**src/mtep_pkg.sv**
```systemverilog
// Shared types and constants of the MIDI track event parser.
// No dependencies; the parser, queue, output stage and top level import this package.
`timescale 1ns / 1ps

package mtep_pkg;

    typedef enum logic [3:0] {
        PH_DELTA,
        PH_EVENT,
        PH_DATA1,
        PH_DATA2,
        PH_COMMON1,
        PH_COMMON2,
        PH_SYSEX_LEN,
        PH_SKIP,
        PH_META_TYPE,
        PH_META_LEN,
        PH_META_DATA
    } phase_t;

    typedef enum logic [2:0] {
        KIND_MSG,
        KIND_DELTA,
        KIND_TEMPO,
        KIND_SEEK,
        KIND_FINISH
    } kind_t;

    localparam int REG_MASTER_VOLUME = 0;
    localparam int REG_DEVICE_MASK   = 1;
    localparam int REG_SONG_LOOPING  = 2;

    localparam logic [15:0] MASTER_VOLUME_RESET = 16'hFFFF;
    localparam logic [15:0] DEVICE_MASK_RESET   = 16'hFF0F;

    localparam logic [7:0] STATUS_META     = 8'hFF;
    localparam logic [7:0] STATUS_SYSEX    = 8'hF0;
    localparam logic [7:0] STATUS_SYSEX_CONT = 8'hF7;
    localparam logic [7:0] META_END_OF_TRACK = 8'h2F;
    localparam logic [7:0] META_TEMPO      = 8'h51;

    localparam logic [2:0] CLASS_CONTROL = 3'd3;
    localparam logic [2:0] CLASS_PROGRAM = 3'd4;
    localparam logic [7:0] STATUS_PROGRAM = 8'hC0;

    localparam logic [7:0] CC_VOLUME       = 8'd7;
    localparam logic [7:0] CC_VOLUME_LSB   = 8'd39;
    localparam logic [7:0] CC_TRACK_DESIG  = 8'd110;
    localparam logic [7:0] CC_TRACK_EXCL   = 8'd111;
    localparam logic [7:0] CC_PROGRAM_SUB  = 8'd112;
    localparam logic [7:0] CC_VOLUME_SUB   = 8'd113;
    localparam logic [7:0] CC_LOOP_BEGIN   = 8'd116;
    localparam logic [7:0] CC_LOOP_END     = 8'd117;
    localparam logic [7:0] CC_GLOOP_BEGIN  = 8'd118;
    localparam logic [7:0] CC_GLOOP_END    = 8'd119;
    localparam logic [7:0] DATA_ALL        = 8'd127;
    localparam logic [15:0] DESIG_ALL      = 16'hFFFF;
    localparam logic [7:0] LOOP_NONE       = 8'hFF;

    // Data bytes per channel message class 0x8 through 0xE.
    localparam logic [1:0] MSG_LENGTHS [7] = '{2'd2, 2'd2, 2'd2, 2'd2, 2'd1, 2'd1, 2'd2};

    localparam int QUEUE_DEPTH = 4;
    localparam int QPTR_BITS   = 2;
    localparam int QLEVEL_BITS = 3;

    typedef struct packed {
        logic [15:0] master_volume;
        logic [15:0] device_mask;
        logic        song_looping;
    } cfg_t;

    typedef struct packed {
        kind_t       kind;
        logic [7:0]  status_byte;
        logic [6:0]  first_data;
        logic [7:0]  second_data;
        logic [31:0] delta_ticks;
        logic [23:0] tempo_value;
        logic [23:0] seek_position;
        logic        last_result;
    } result_t;

    typedef struct packed {
        logic [1:0] count;
        result_t    r0;
        result_t    r1;
    } push_t;

    typedef struct packed {
        logic [QLEVEL_BITS-1:0] level;
        logic                   room;
        logic                   nonempty;
    } q_status_t;

endpackage

```
**src/mtep_if.sv**
```systemverilog
// Handshake channels of the parser: track bytes in, results out.
// No dependencies.
`timescale 1ns / 1ps

interface mtep_byte_if;
    logic       valid;
    logic       ready;
    logic [7:0] data_byte;
    logic       last_byte;
    logic       track_start;

    modport source (output valid, data_byte, last_byte, track_start, input ready);
    modport sink   (input valid, data_byte, last_byte, track_start, output ready);
endinterface

interface mtep_result_if;
    logic        valid;
    logic        ready;
    logic [2:0]  kind;
    logic [7:0]  status_byte;
    logic [6:0]  first_data;
    logic [7:0]  second_data;
    logic [31:0] delta_ticks;
    logic [23:0] tempo_value;
    logic [23:0] seek_position;
    logic        last_result;

    modport source (output valid, kind, status_byte, first_data, second_data,
                    delta_ticks, tempo_value, seek_position, last_result,
                    input ready);
    modport sink   (input valid, kind, status_byte, first_data, second_data,
                    delta_ticks, tempo_value, seek_position, last_result,
                    output ready);
endinterface

```
**src/mtep_front.sv**
```systemverilog
// Byte parser: decodes one track byte per beat into up to two results.
// Depends on mtep_pkg and mtep_if.
`timescale 1ns / 1ps

module mtep_front #(
    parameter int POSITION_BITS = 24
) (
    input  logic            clk,
    input  logic            rst_n,
    input  mtep_pkg::cfg_t  cfg,
    mtep_byte_if.sink       bytes_in,
    input  logic            room,
    output mtep_pkg::push_t push
);
    import mtep_pkg::*;

    phase_t                   phase_reg, phase_next;
    logic [7:0]               run_st_reg, run_st_next;
    logic [7:0]               cur_st_reg, cur_st_next;
    logic [7:0]               held_reg, held_next;
    logic [31:0]              len_reg, len_next;
    logic [31:0]              skip_reg, skip_next;
    logic [7:0]               meta_reg, meta_next;
    logic [23:0]              tempo_reg, tempo_next;
    logic [POSITION_BITS-1:0] pos_reg, pos_next;
    logic [POSITION_BITS-1:0] lstart_reg, lstart_next;
    logic [7:0]               lrem_reg, lrem_next;
    logic                     desig_reg, desig_next;
    logic [15:0]              dbits_reg, dbits_next;
    logic                     prog_reg, prog_next;
    logic                     vol_reg, vol_next;
    logic                     done_reg, done_next;

    logic        accept;
    logic [7:0]  b;
    logic [31:0] acc_v;
    logic        msg_go, meta_done, drop, rewound;
    logic [7:0]  msg_st, msg_d1, msg_d2;
    logic [2:0]  cls;
    logic [24:0] vol_prod;
    logic [7:0]  scaled;
    logic [31:0] seek_wide;
    logic        prim_ok, fin_ok;
    result_t     prim, fin;

    assign bytes_in.ready = room;
    assign accept = bytes_in.valid && room;
    assign b = bytes_in.data_byte;

    function automatic logic [1:0] common_len(input logic [7:0] st);
        logic [1:0] n;
        case (st[3:0])
            4'h1, 4'h3: n = 2'd1;
            4'h2:       n = 2'd2;
            default:    n = 2'd0;
        endcase
        return n;
    endfunction

    always_comb
    begin
        phase_next  = phase_reg;
        run_st_next = run_st_reg;
        cur_st_next = cur_st_reg;
        held_next   = held_reg;
        len_next    = len_reg;
        skip_next   = skip_reg;
        meta_next   = meta_reg;
        tempo_next  = tempo_reg;
        pos_next    = pos_reg;
        lstart_next = lstart_reg;
        lrem_next   = lrem_reg;
        desig_next  = desig_reg;
        dbits_next  = dbits_reg;
        prog_next   = prog_reg;
        vol_next    = vol_reg;
        done_next   = done_reg;
        acc_v     = '0;
        msg_go    = 1'b0;
        meta_done = 1'b0;
        drop      = 1'b0;
        rewound   = 1'b0;
        msg_st    = '0;
        msg_d1    = '0;
        msg_d2    = '0;
        cls       = '0;
        vol_prod  = '0;
        scaled    = '0;
        seek_wide = '0;
        prim_ok   = 1'b0;
        fin_ok    = 1'b0;
        prim      = '0;
        fin       = '0;
        fin.kind  = KIND_FINISH;
        fin.last_result = 1'b1;

        if (accept)
        begin
            if (bytes_in.track_start)
            begin
                phase_next  = PH_DELTA;
                run_st_next = '0;
                cur_st_next = '0;
                held_next   = '0;
                len_next    = '0;
                skip_next   = '0;
                meta_next   = '0;
                tempo_next  = '0;
                pos_next    = '0;
                lstart_next = '0;
                lrem_next   = LOOP_NONE;
                desig_next  = 1'b0;
                dbits_next  = '0;
                prog_next   = 1'b0;
                vol_next    = 1'b0;
                done_next   = 1'b0;
            end

            if (!done_next)
            begin
                pos_next = pos_next + POSITION_BITS'(1);
                acc_v = {len_next[24:0], b[6:0]};
                case (phase_next)
                    PH_DELTA:
                    begin
                        len_next = acc_v;
                        if (!b[7])
                        begin
                            prim_ok = 1'b1;
                            prim.kind = KIND_DELTA;
                            prim.delta_ticks = acc_v;
                            len_next = '0;
                            phase_next = PH_EVENT;
                        end
                    end
                    PH_EVENT:
                    begin
                        if (b == STATUS_META)
                            phase_next = PH_META_TYPE;
                        else if (b == STATUS_SYSEX || b == STATUS_SYSEX_CONT)
                        begin
                            len_next = '0;
                            phase_next = PH_SYSEX_LEN;
                        end
                        else if (b[7:4] == 4'hF)
                        begin
                            cur_st_next = b;
                            if (common_len(b) == 2'd0)
                            begin
                                msg_go = 1'b1;
                                msg_st = b;
                            end
                            else
                                phase_next = PH_COMMON1;
                        end
                        else if (b[7])
                        begin
                            run_st_next = b;
                            cur_st_next = b;
                            phase_next = PH_DATA1;
                        end
                        else
                        begin
                            cur_st_next = run_st_next;
                            held_next = b;
                            if (cur_st_next[6:4] != 3'd7 && MSG_LENGTHS[cur_st_next[6:4]] == 2'd2)
                                phase_next = PH_DATA2;
                            else
                            begin
                                msg_go = 1'b1;
                                msg_st = cur_st_next;
                                msg_d1 = b;
                            end
                        end
                    end
                    PH_DATA1:
                    begin
                        held_next = b;
                        if (cur_st_next[6:4] != 3'd7 && MSG_LENGTHS[cur_st_next[6:4]] == 2'd2)
                            phase_next = PH_DATA2;
                        else
                        begin
                            msg_go = 1'b1;
                            msg_st = cur_st_next;
                            msg_d1 = b;
                        end
                    end
                    PH_DATA2, PH_COMMON2:
                    begin
                        msg_go = 1'b1;
                        msg_st = cur_st_next;
                        msg_d1 = held_next;
                        msg_d2 = b;
                    end
                    PH_COMMON1:
                    begin
                        held_next = b;
                        if (common_len(cur_st_next) == 2'd1)
                        begin
                            msg_go = 1'b1;
                            msg_st = cur_st_next;
                            msg_d1 = b;
                        end
                        else
                            phase_next = PH_COMMON2;
                    end
                    PH_SYSEX_LEN:
                    begin
                        len_next = acc_v;
                        if (!b[7])
                        begin
                            skip_next = acc_v;
                            len_next = '0;
                            phase_next = (acc_v != '0) ? PH_SKIP : PH_DELTA;
                        end
                    end
                    PH_SKIP:
                    begin
                        skip_next = skip_next - 32'd1;
                        if (skip_next == '0)
                            phase_next = PH_DELTA;
                    end
                    PH_META_TYPE:
                    begin
                        meta_next = b;
                        len_next = '0;
                        phase_next = PH_META_LEN;
                    end
                    PH_META_LEN:
                    begin
                        len_next = acc_v;
                        if (!b[7])
                        begin
                            skip_next = acc_v;
                            tempo_next = '0;
                            if (acc_v == '0)
                                meta_done = 1'b1;
                            else
                                phase_next = PH_META_DATA;
                        end
                    end
                    PH_META_DATA:
                    begin
                        if (len_next - skip_next < 32'd3)
                            tempo_next = {tempo_next[15:0], b};
                        skip_next = skip_next - 32'd1;
                        if (skip_next == '0)
                            meta_done = 1'b1;
                    end
                    default:
                    begin
                        phase_next = PH_DELTA;
                        len_next = '0;
                    end
                endcase

                if (meta_done)
                begin
                    phase_next = PH_DELTA;
                    if (meta_next == META_END_OF_TRACK)
                    begin
                        prim_ok = 1'b1;
                        prim.kind = KIND_FINISH;
                        done_next = 1'b1;
                    end
                    else if (meta_next == META_TEMPO && len_next >= 32'd3)
                    begin
                        prim_ok = 1'b1;
                        prim.kind = KIND_TEMPO;
                        prim.tempo_value = tempo_next;
                    end
                    len_next = '0;
                end

                if (msg_go)
                begin
                    phase_next = PH_DELTA;
                    len_next = '0;
                    cls = msg_st[6:4];
                    vol_prod = (25'(msg_d2) + 25'd1) * 25'(cfg.master_volume);
                    scaled = vol_prod[23:16];
                    if (cls == CLASS_PROGRAM && prog_next)
                        drop = 1'b1;
                    if (cls == CLASS_CONTROL)
                    begin
                        case (msg_d1)
                            CC_VOLUME:
                            begin
                                if (vol_next)
                                    drop = 1'b1;
                                else
                                    msg_d2 = scaled;
                            end
                            CC_VOLUME_LSB, CC_GLOOP_BEGIN, CC_GLOOP_END:
                                drop = 1'b1;
                            CC_TRACK_DESIG:
                            begin
                                if (msg_d2 == DATA_ALL)
                                    dbits_next = DESIG_ALL;
                                else if (msg_d2 <= 8'd9)
                                    dbits_next = dbits_next | (16'd1 << msg_d2[3:0]);
                                desig_next = 1'b1;
                                drop = 1'b1;
                            end
                            CC_TRACK_EXCL:
                            begin
                                if (desig_next && msg_d2 < 8'd16)
                                    dbits_next = dbits_next & ~(16'd1 << msg_d2[3:0]);
                                drop = 1'b1;
                            end
                            CC_PROGRAM_SUB:
                            begin
                                prog_next = 1'b1;
                                msg_st = STATUS_PROGRAM | {4'h0, msg_st[3:0]};
                                msg_d1 = msg_d2;
                                msg_d2 = '0;
                            end
                            CC_VOLUME_SUB:
                            begin
                                vol_next = 1'b1;
                                msg_d1 = CC_VOLUME;
                                msg_d2 = scaled;
                            end
                            CC_LOOP_BEGIN:
                            begin
                                lstart_next = pos_next;
                                lrem_next = msg_d2;
                                drop = 1'b1;
                            end
                            CC_LOOP_END:
                            begin
                                if (!lrem_next[7] && msg_d2 == DATA_ALL)
                                begin
                                    if (lrem_next == '0 && !cfg.song_looping)
                                    begin
                                        prim_ok = 1'b1;
                                        prim.kind = KIND_FINISH;
                                        done_next = 1'b1;
                                    end
                                    else
                                    begin
                                        if (lrem_next != '0)
                                        begin
                                            lrem_next = lrem_next - 8'd1;
                                            if (lrem_next == '0)
                                                lrem_next = LOOP_NONE;
                                        end
                                        pos_next = lstart_next;
                                        rewound = 1'b1;
                                        seek_wide = 32'(lstart_next);
                                        prim_ok = 1'b1;
                                        prim.kind = KIND_SEEK;
                                        prim.seek_position = seek_wide[23:0];
                                    end
                                end
                                drop = 1'b1;
                            end
                            default:
                                drop = drop;
                        endcase
                    end
                    if (!drop && (!desig_next || (dbits_next & cfg.device_mask) != '0))
                    begin
                        prim_ok = 1'b1;
                        prim.kind = KIND_MSG;
                        prim.status_byte = msg_st;
                        prim.first_data = msg_d1[6:0];
                        prim.second_data = msg_d2;
                    end
                end

                if (bytes_in.last_byte && !rewound && !done_next)
                begin
                    fin_ok = 1'b1;
                    done_next = 1'b1;
                end
            end
        end

        // The finish result always comes last when a byte yields two.
        push = '0;
        if (prim_ok)
        begin
            push.r0 = prim;
            push.r0.last_result = !fin_ok;
            push.r1 = fin;
            push.count = fin_ok ? 2'd2 : 2'd1;
        end
        else
        begin
            push.r0 = fin;
            push.r1 = fin;
            push.count = fin_ok ? 2'd1 : 2'd0;
        end
    end

    always_ff @(posedge clk or negedge rst_n)
    begin
        if (!rst_n)
        begin
            phase_reg  <= PH_DELTA;
            run_st_reg <= '0;
            cur_st_reg <= '0;
            held_reg   <= '0;
            len_reg    <= '0;
            skip_reg   <= '0;
            meta_reg   <= '0;
            tempo_reg  <= '0;
            pos_reg    <= '0;
            lstart_reg <= '0;
            lrem_reg   <= LOOP_NONE;
            desig_reg  <= 1'b0;
            dbits_reg  <= '0;
            prog_reg   <= 1'b0;
            vol_reg    <= 1'b0;
            done_reg   <= 1'b0;
        end
        else
        begin
            phase_reg  <= phase_next;
            run_st_reg <= run_st_next;
            cur_st_reg <= cur_st_next;
            held_reg   <= held_next;
            len_reg    <= len_next;
            skip_reg   <= skip_next;
            meta_reg   <= meta_next;
            tempo_reg  <= tempo_next;
            pos_reg    <= pos_next;
            lstart_reg <= lstart_next;
            lrem_reg   <= lrem_next;
            desig_reg  <= desig_next;
            dbits_reg  <= dbits_next;
            prog_reg   <= prog_next;
            vol_reg    <= vol_next;
            done_reg   <= done_next;
        end
    end

endmodule

```
**src/mtep_queue.sv**
```systemverilog
// Result queue between parser and output stage: two writes, one read per cycle.
// Depends on mtep_pkg.
`timescale 1ns / 1ps

module mtep_queue (
    input  logic                 clk,
    input  logic                 rst_n,
    input  mtep_pkg::push_t      push,
    input  logic                 pop,
    output mtep_pkg::result_t    head,
    output mtep_pkg::q_status_t  status
);
    import mtep_pkg::*;

    result_t                entries [QUEUE_DEPTH];
    logic [QPTR_BITS-1:0]   wr_reg, wr_next;
    logic [QPTR_BITS-1:0]   rd_reg, rd_next;
    logic [QLEVEL_BITS-1:0] level_reg, level_next;
    logic                   do_pop;

    assign do_pop = pop && (level_reg != '0);
    assign head = entries[rd_reg];
    assign status.level = level_reg;
    assign status.nonempty = (level_reg != '0);
    // Room for the worst case of two results from the next beat.
    assign status.room = (level_reg <= QLEVEL_BITS'(QUEUE_DEPTH - 2));

    always_comb
    begin
        wr_next = wr_reg + QPTR_BITS'(push.count);
        rd_next = rd_reg + QPTR_BITS'(do_pop);
        level_next = level_reg + QLEVEL_BITS'(push.count) - QLEVEL_BITS'(do_pop);
    end

    always_ff @(posedge clk)
    begin
        if (push.count != 2'd0)
            entries[wr_reg] <= push.r0;
        if (push.count == 2'd2)
            entries[wr_reg + QPTR_BITS'(1)] <= push.r1;
    end

    always_ff @(posedge clk or negedge rst_n)
    begin
        if (!rst_n)
        begin
            wr_reg <= '0;
            rd_reg <= '0;
            level_reg <= '0;
        end
        else
        begin
            wr_reg <= wr_next;
            rd_reg <= rd_next;
            level_reg <= level_next;
        end
    end

endmodule

```
**src/mtep_back.sv**
```systemverilog
// Output register stage: drains the result queue onto the result channel.
// Depends on mtep_pkg and mtep_if.
`timescale 1ns / 1ps

module mtep_back (
    input  logic              clk,
    input  logic              rst_n,
    input  mtep_pkg::result_t head,
    input  logic              nonempty,
    output logic              pop,
    mtep_result_if.source     results
);
    import mtep_pkg::*;

    logic    valid_reg, valid_next;
    result_t out_reg, out_next;

    assign pop = nonempty && (!valid_reg || results.ready);

    always_comb
    begin
        valid_next = valid_reg;
        out_next = out_reg;
        if (pop)
        begin
            valid_next = 1'b1;
            out_next = head;
        end
        else if (results.ready)
            valid_next = 1'b0;
    end

    always_ff @(posedge clk or negedge rst_n)
    begin
        if (!rst_n)
            valid_reg <= 1'b0;
        else
            valid_reg <= valid_next;
    end

    always_ff @(posedge clk)
    begin
        out_reg <= out_next;
    end

    assign results.valid         = valid_reg;
    assign results.kind          = out_reg.kind;
    assign results.status_byte   = out_reg.status_byte;
    assign results.first_data    = out_reg.first_data;
    assign results.second_data   = out_reg.second_data;
    assign results.delta_ticks   = out_reg.delta_ticks;
    assign results.tempo_value   = out_reg.tempo_value;
    assign results.seek_position = out_reg.seek_position;
    assign results.last_result   = out_reg.last_result;

endmodule

```
**src/midi_track_event_parser.sv**
```systemverilog
// MIDI track event parser top level: config registers, parser, queue, output stage.
// Decode is combinational; results pass through the queue to the output register,
// the end of track result second. Throughput: one byte per cycle while the queue has
// room; results leave the output register at one per cycle while the consumer is
// ready. Reset clears all parser state; the registers take their defaults.
`timescale 1ns / 1ps

module midi_track_event_parser #(
    parameter int POSITION_BITS = 24
) (
    input  logic        clk,
    input  logic        rst_n,
    input  logic        cfg_write,
    input  logic [1:0]  cfg_index,
    input  logic [15:0] cfg_data,
    mtep_byte_if.sink     track_bytes,
    mtep_result_if.source results
);
    import mtep_pkg::*;

    // Configuration registers. Writes must come only while the block is idle; the block
    // does not enforce this. The parser reads them directly without any staging.
    cfg_t cfg_reg, cfg_next;

    always_comb
    begin
        cfg_next = cfg_reg;
        if (cfg_write)
        begin
            case (cfg_index)
                2'(REG_MASTER_VOLUME): cfg_next.master_volume = cfg_data;
                2'(REG_DEVICE_MASK):   cfg_next.device_mask = cfg_data;
                2'(REG_SONG_LOOPING):  cfg_next.song_looping = cfg_data[0];
                default:               cfg_next = cfg_reg;
            endcase
        end
    end

    always_ff @(posedge clk or negedge rst_n)
    begin
        if (!rst_n)
        begin
            cfg_reg.master_volume <= MASTER_VOLUME_RESET;
            cfg_reg.device_mask <= DEVICE_MASK_RESET;
            cfg_reg.song_looping <= 1'b0;
        end
        else
            cfg_reg <= cfg_next;
    end

    // The front parser takes a beat whenever the queue can hold the two
    // results a single byte may cause; it never looks at the output side.
    push_t     push;
    result_t   head;
    q_status_t qstat;
    logic      pop;

    mtep_front #(
        .POSITION_BITS(POSITION_BITS)
    ) u_front (
        .clk      (clk),
        .rst_n    (rst_n),
        .cfg      (cfg_reg),
        .bytes_in (track_bytes),
        .room     (qstat.room),
        .push     (push)
    );

    mtep_queue u_queue (
        .clk    (clk),
        .rst_n  (rst_n),
        .push   (push),
        .pop    (pop),
        .head   (head),
        .status (qstat)
    );

    // The back stage holds one result; the queue drains into it only while it is empty
    // or the consumer takes the held result.
    mtep_back u_back (
        .clk      (clk),
        .rst_n    (rst_n),
        .head     (head),
        .nonempty (qstat.nonempty),
        .pop      (pop),
        .results  (results)
    );

    // The queue never overfills.
    a_level_bound: assert property (@(posedge clk) disable iff (!rst_n)
        qstat.level <= QLEVEL_BITS'(QUEUE_DEPTH))
        else $error("result queue level beyond depth");

    // No beat is taken without room for two results.
    a_push_room: assert property (@(posedge clk) disable iff (!rst_n)
        (push.count != 2'd0) |-> qstat.room)
        else $error("results pushed without queue room");

    // A held result is only dropped after the consumer took it.
    a_out_taken: assert property (@(posedge clk) disable iff (!rst_n)
        $fell(results.valid) |-> $past(results.ready))
        else $error("result lost from output stage");

endmodule
```
**src/flat_wrapper.sv**
```systemverilog
// flat-port wrapper written by rule: the top's interface ports become plain ports
module midi_track_event_parser_flat import mtep_pkg::*;
#(
    parameter int POSITION_BITS = 24
)
  (clk, rst_n, cfg_write, cfg_index, cfg_data, track_bytes_valid, track_bytes_data_byte, track_bytes_last_byte, track_bytes_track_start, track_bytes_ready, results_valid, results_kind, results_status_byte, results_first_data, results_second_data, results_delta_ticks, results_tempo_value, results_seek_position, results_last_result, results_ready);
  mtep_byte_if track_bytes_i ();
  mtep_result_if results_i ();
  input  logic clk;
  input  logic rst_n;
  input  logic cfg_write;
  input  logic [1:0] cfg_index;
  input  logic [15:0] cfg_data;
  input wire logic [$bits(track_bytes_i.valid)-1:0] track_bytes_valid;
  input wire logic [$bits(track_bytes_i.data_byte)-1:0] track_bytes_data_byte;
  input wire logic [$bits(track_bytes_i.last_byte)-1:0] track_bytes_last_byte;
  input wire logic [$bits(track_bytes_i.track_start)-1:0] track_bytes_track_start;
  output wire logic [$bits(track_bytes_i.ready)-1:0] track_bytes_ready;
  output wire logic [$bits(results_i.valid)-1:0] results_valid;
  output wire logic [$bits(results_i.kind)-1:0] results_kind;
  output wire logic [$bits(results_i.status_byte)-1:0] results_status_byte;
  output wire logic [$bits(results_i.first_data)-1:0] results_first_data;
  output wire logic [$bits(results_i.second_data)-1:0] results_second_data;
  output wire logic [$bits(results_i.delta_ticks)-1:0] results_delta_ticks;
  output wire logic [$bits(results_i.tempo_value)-1:0] results_tempo_value;
  output wire logic [$bits(results_i.seek_position)-1:0] results_seek_position;
  output wire logic [$bits(results_i.last_result)-1:0] results_last_result;
  input wire logic [$bits(results_i.ready)-1:0] results_ready;
  assign track_bytes_i.valid = track_bytes_valid;
  assign track_bytes_i.data_byte = track_bytes_data_byte;
  assign track_bytes_i.last_byte = track_bytes_last_byte;
  assign track_bytes_i.track_start = track_bytes_track_start;
  assign track_bytes_ready = track_bytes_i.ready;
  assign results_valid = results_i.valid;
  assign results_kind = results_i.kind;
  assign results_status_byte = results_i.status_byte;
  assign results_first_data = results_i.first_data;
  assign results_second_data = results_i.second_data;
  assign results_delta_ticks = results_i.delta_ticks;
  assign results_tempo_value = results_i.tempo_value;
  assign results_seek_position = results_i.seek_position;
  assign results_last_result = results_i.last_result;
  assign results_i.ready = results_ready;
  midi_track_event_parser #(.POSITION_BITS(POSITION_BITS)) u_core (.clk(clk), .rst_n(rst_n), .cfg_write(cfg_write), .cfg_index(cfg_index), .cfg_data(cfg_data), .track_bytes(track_bytes_i), .results(results_i));
endmodule
```
**config.mk**
```make
export PLATFORM = sky130hd
export DESIGN_NAME = midi_track_event_parser_flat
export DESIGN_NICKNAME = d
export VERILOG_FILES = /design/src/mtep_pkg.sv /design/src/mtep_if.sv /design/src/mtep_front.sv /design/src/mtep_queue.sv /design/src/mtep_back.sv /design/src/midi_track_event_parser.sv /design/src/flat_wrapper.sv
export SDC_FILE = /design/constraint.sdc
export NUM_CORES = 2
export LEC_CHECK = 0
export ABC_AREA = 0
export BUFFER_PORTS_ARGS = -buffer_cell sky130_fd_sc_hd__clkbuf_2
export CELL_PAD_IN_SITES_DETAIL_PLACEMENT = 1
export CELL_PAD_IN_SITES_GLOBAL_PLACEMENT = 1
export CORE_MARGIN = 2
export CORE_UTILIZATION = 49
export CTS_CLUSTER_DIAMETER = 80
export DETAILED_ROUTE_END_ITERATION = 7
export PLACE_DENSITY_LB_ADDON = 0.12
export SKIP_CTS_REPAIR_TIMING = 1
export SYNTH_ARGS = -nofsm -noshare
export SYNTH_HDL_FRONTEND = slang
export SYNTH_SLANG_ARGS = --single-unit
```
**constraint.sdc**
```tcl
create_clock -name clk -period 9.61 [get_ports clk]
set_clock_uncertainty 0.2 [all_clocks]
set_input_delay 1.4415 -clock clk [delete_from_list [all_inputs] [get_ports clk]]
set_output_delay 1.4415 -clock clk [all_outputs]
set_load 0.01 [all_outputs]
```
==> flow_summary.yaml <==
worst_setup_path:
  slowest_delay_ns: 0.53
  end_kind: "flip-flop"
  path_max_fanout: 15
  path_depth: 25
  start_kind: "input port"
  critPathBufInv: 5
  crit_path_top_delay_cell: "fa_1"
  crit_required_ns: 9.91
  reg2reg_depth: 23
  critPathArrivalTime_ns: 8.50
  cp_top_family: "adder cells"
  path_class: "input port to flip-flop"
die:
  ios: 142
  die_h_um: 304
  start_util_pct: 49.2
  coreArea_um2: 89600
  fp-row-count: 110
  die_area_um2: 92400
  die_w_um: 304
final_layout:
  largest_reg_flops: 428
  syn2layout_area_growth_pct: 10.8
  final_util_pct: 54.5
  design_area_um2: 48800
  drive_gt1_share_pct: 13.5
  nNetsFinal: 5157
synth:
  synthTopCellsByCount: "1,003 x nand2_1, 428 x dfxtp_1, 337 x a21oi_1"
  avgSynthCellArea_um2: 8.91
  synth_top_cell_by_area: "dfxtp_1"
  syn_area_um2: 44100
  synth-edff-count: 107
  synth_most_common_cell: "nand2_1"
  synth_ff_type: "dfxtp_1"
  syn_inst: 4950
  synth_top_area_share_pct: 19.4
  syn_nets: 5170
  yosys_register_bits: 776
  ys_types: 111
  yosysSeqAreaShare_pct: 40.5
  yosys_warnings: 0
  synth_area_leaders: "dfxtp_1 19%, dfrtp_1 12%, nand2_1 8.5%"
  ys_async_sr_fraction_pct: 31.1
worst_hold_path:
  whs_path_depth: 2
  min_path_type: "flip-flop to flip-flop"
sta:
  final.setup.tns_ns: 0
  fin_crit_sh_pct: 85.3
  finalHoldViolations: 0
  slew_headroom_pct: 23.6
  max_freq_mhz: 122
  rsz0062_at_grt: "no"
  hold_slack_ns: 0.245
  setup_viol: 0
  maxSlewViolCount: 0
  worst_pin_slew_ns: 1.14
  fin_crit_ns: 8.20
place:
  dp_hpwl_um: 110000
  place_area_um2: 45900
  gp_congestion: 0.956
  numPortBuffers: 141
global_route:
  track_usage_pct: 35.0
  grt_pass1_wl_um: 254000
  antenna_found_initial: 3
  grt_pass1_vias: 41500
  grt_max_degree: 132
  grt.overflow.total: 0
cts:
  cts_buffers: 87
  clockBufferDepth: 3
  cts_sinks: 776
  clk_latency_ns: 0.68
  cts_max_level: 3
  root_buffer: "clkbuf_16"
  clk_pin_slew_worst_paths_ns: 0.06
  cts_tree: "done"
routing:
  wl_per_cell_um: 26.5
  vias_per_cell: 6.46
  ant_nets: 0
  dr.pass1.iters: 6
  drt_iter0_markers: 3703
  routed_wl_um: 164000
  drc_errors: 0
  vias: 40000
power:
  powerDensity_nw_per_um2: 213
  p_leak_nw: 20.0
  vdd_ir_drop_max_mv: 0.164
status:
  status: "finished, final reports clean"
run:
  cap_violations: 0
## layout by cell type (no fill, tap or decap), types with 109 or more instances in the layout
master / n
o31ai_1: 189
a21o_1: 110
a21oi_1: 336
nand3_1: 109
nand2_1: 1000
dfrtp_1: 203
nor2_1: 262
o21ai_0: 246
dfxtp_1: 428
inv_1: 202
clkbuf_2: 139
buf_4: 125
## tightest hold or removal path, cell delays in order (launching register included)
cell and delay [ns]:
dfxtp_1 0.31, nand2_1 0.05, o21ai_1 0.05
## cell families after synthesis
kind of cell	share of synthesized area [%]
compound gates	20.1
flops	40.5
fa+ha+maj	6.99
buf+inv	5.35
mux	6.83
xor+xnor	0.934
simple gates	19.3
## stage by stage
step / power [W] / worst slack [ns] / std cells
after floorplan: 0.00587 / 0.770 / 4950
after global placement: 0.00686 / 1.02 / 6024
after detailed placement: 0.00693 / 0.769 / 6024
after CTS: 0.0104 / 1.45 / 6187
after global routing: 0.0109 / 1.06 / 6188
final: 0.0104 / 1.41 / 6189
## final timing paths
path,startpoint,to,slack (ns)
max reg2reg,u_core.u_front.phase_reg[1],u_core.u_queue.entries[2][87],1.42
max,track_bytes_track_start,u_core.u_queue.entries[2][87],1.41
min in group asynchronous,rst_n,u_core.u_back.results.valid,0.66
max in group asynchronous,rst_n,u_core.u_front.tempo_reg[13],7.13
min,u_core.u_queue.entries[1][23],u_core.u_queue.entries[1][23],0.24
min reg2reg,u_core.u_queue.entries[1][23],u_core.u_queue.entries[1][23],0.24
## cell type report
cell class | instances | area [um2]
timing repair buffer | 270 | 1750
antenna | 2 | 5.00
clock buffer | 130 | 2590
multi-input combinational | 3599 | 24000
tap | 1176 | 1470
sequential | 776 | 17900
inverter | 203 | 764
fill | 10300 | 40800
clock inverter | 33 | 382
## report_power, final
part	switching, W	internal [W]
combinational	0.00189	0.00100
clock	0.00145	0.00204
sequential	0.000374	0.00365
total	0.00371	0.00669
## layer usage
layer	global-route usage, %	wire length (um)	up-vias
li1	-	-	17600
met1	46.8	69000	20400
met2	56.2	76300	1628
met3	5.87	11400	403
met4	15.2	7010	2
met5	0	12	-
(Power assumes the default switching activity.)
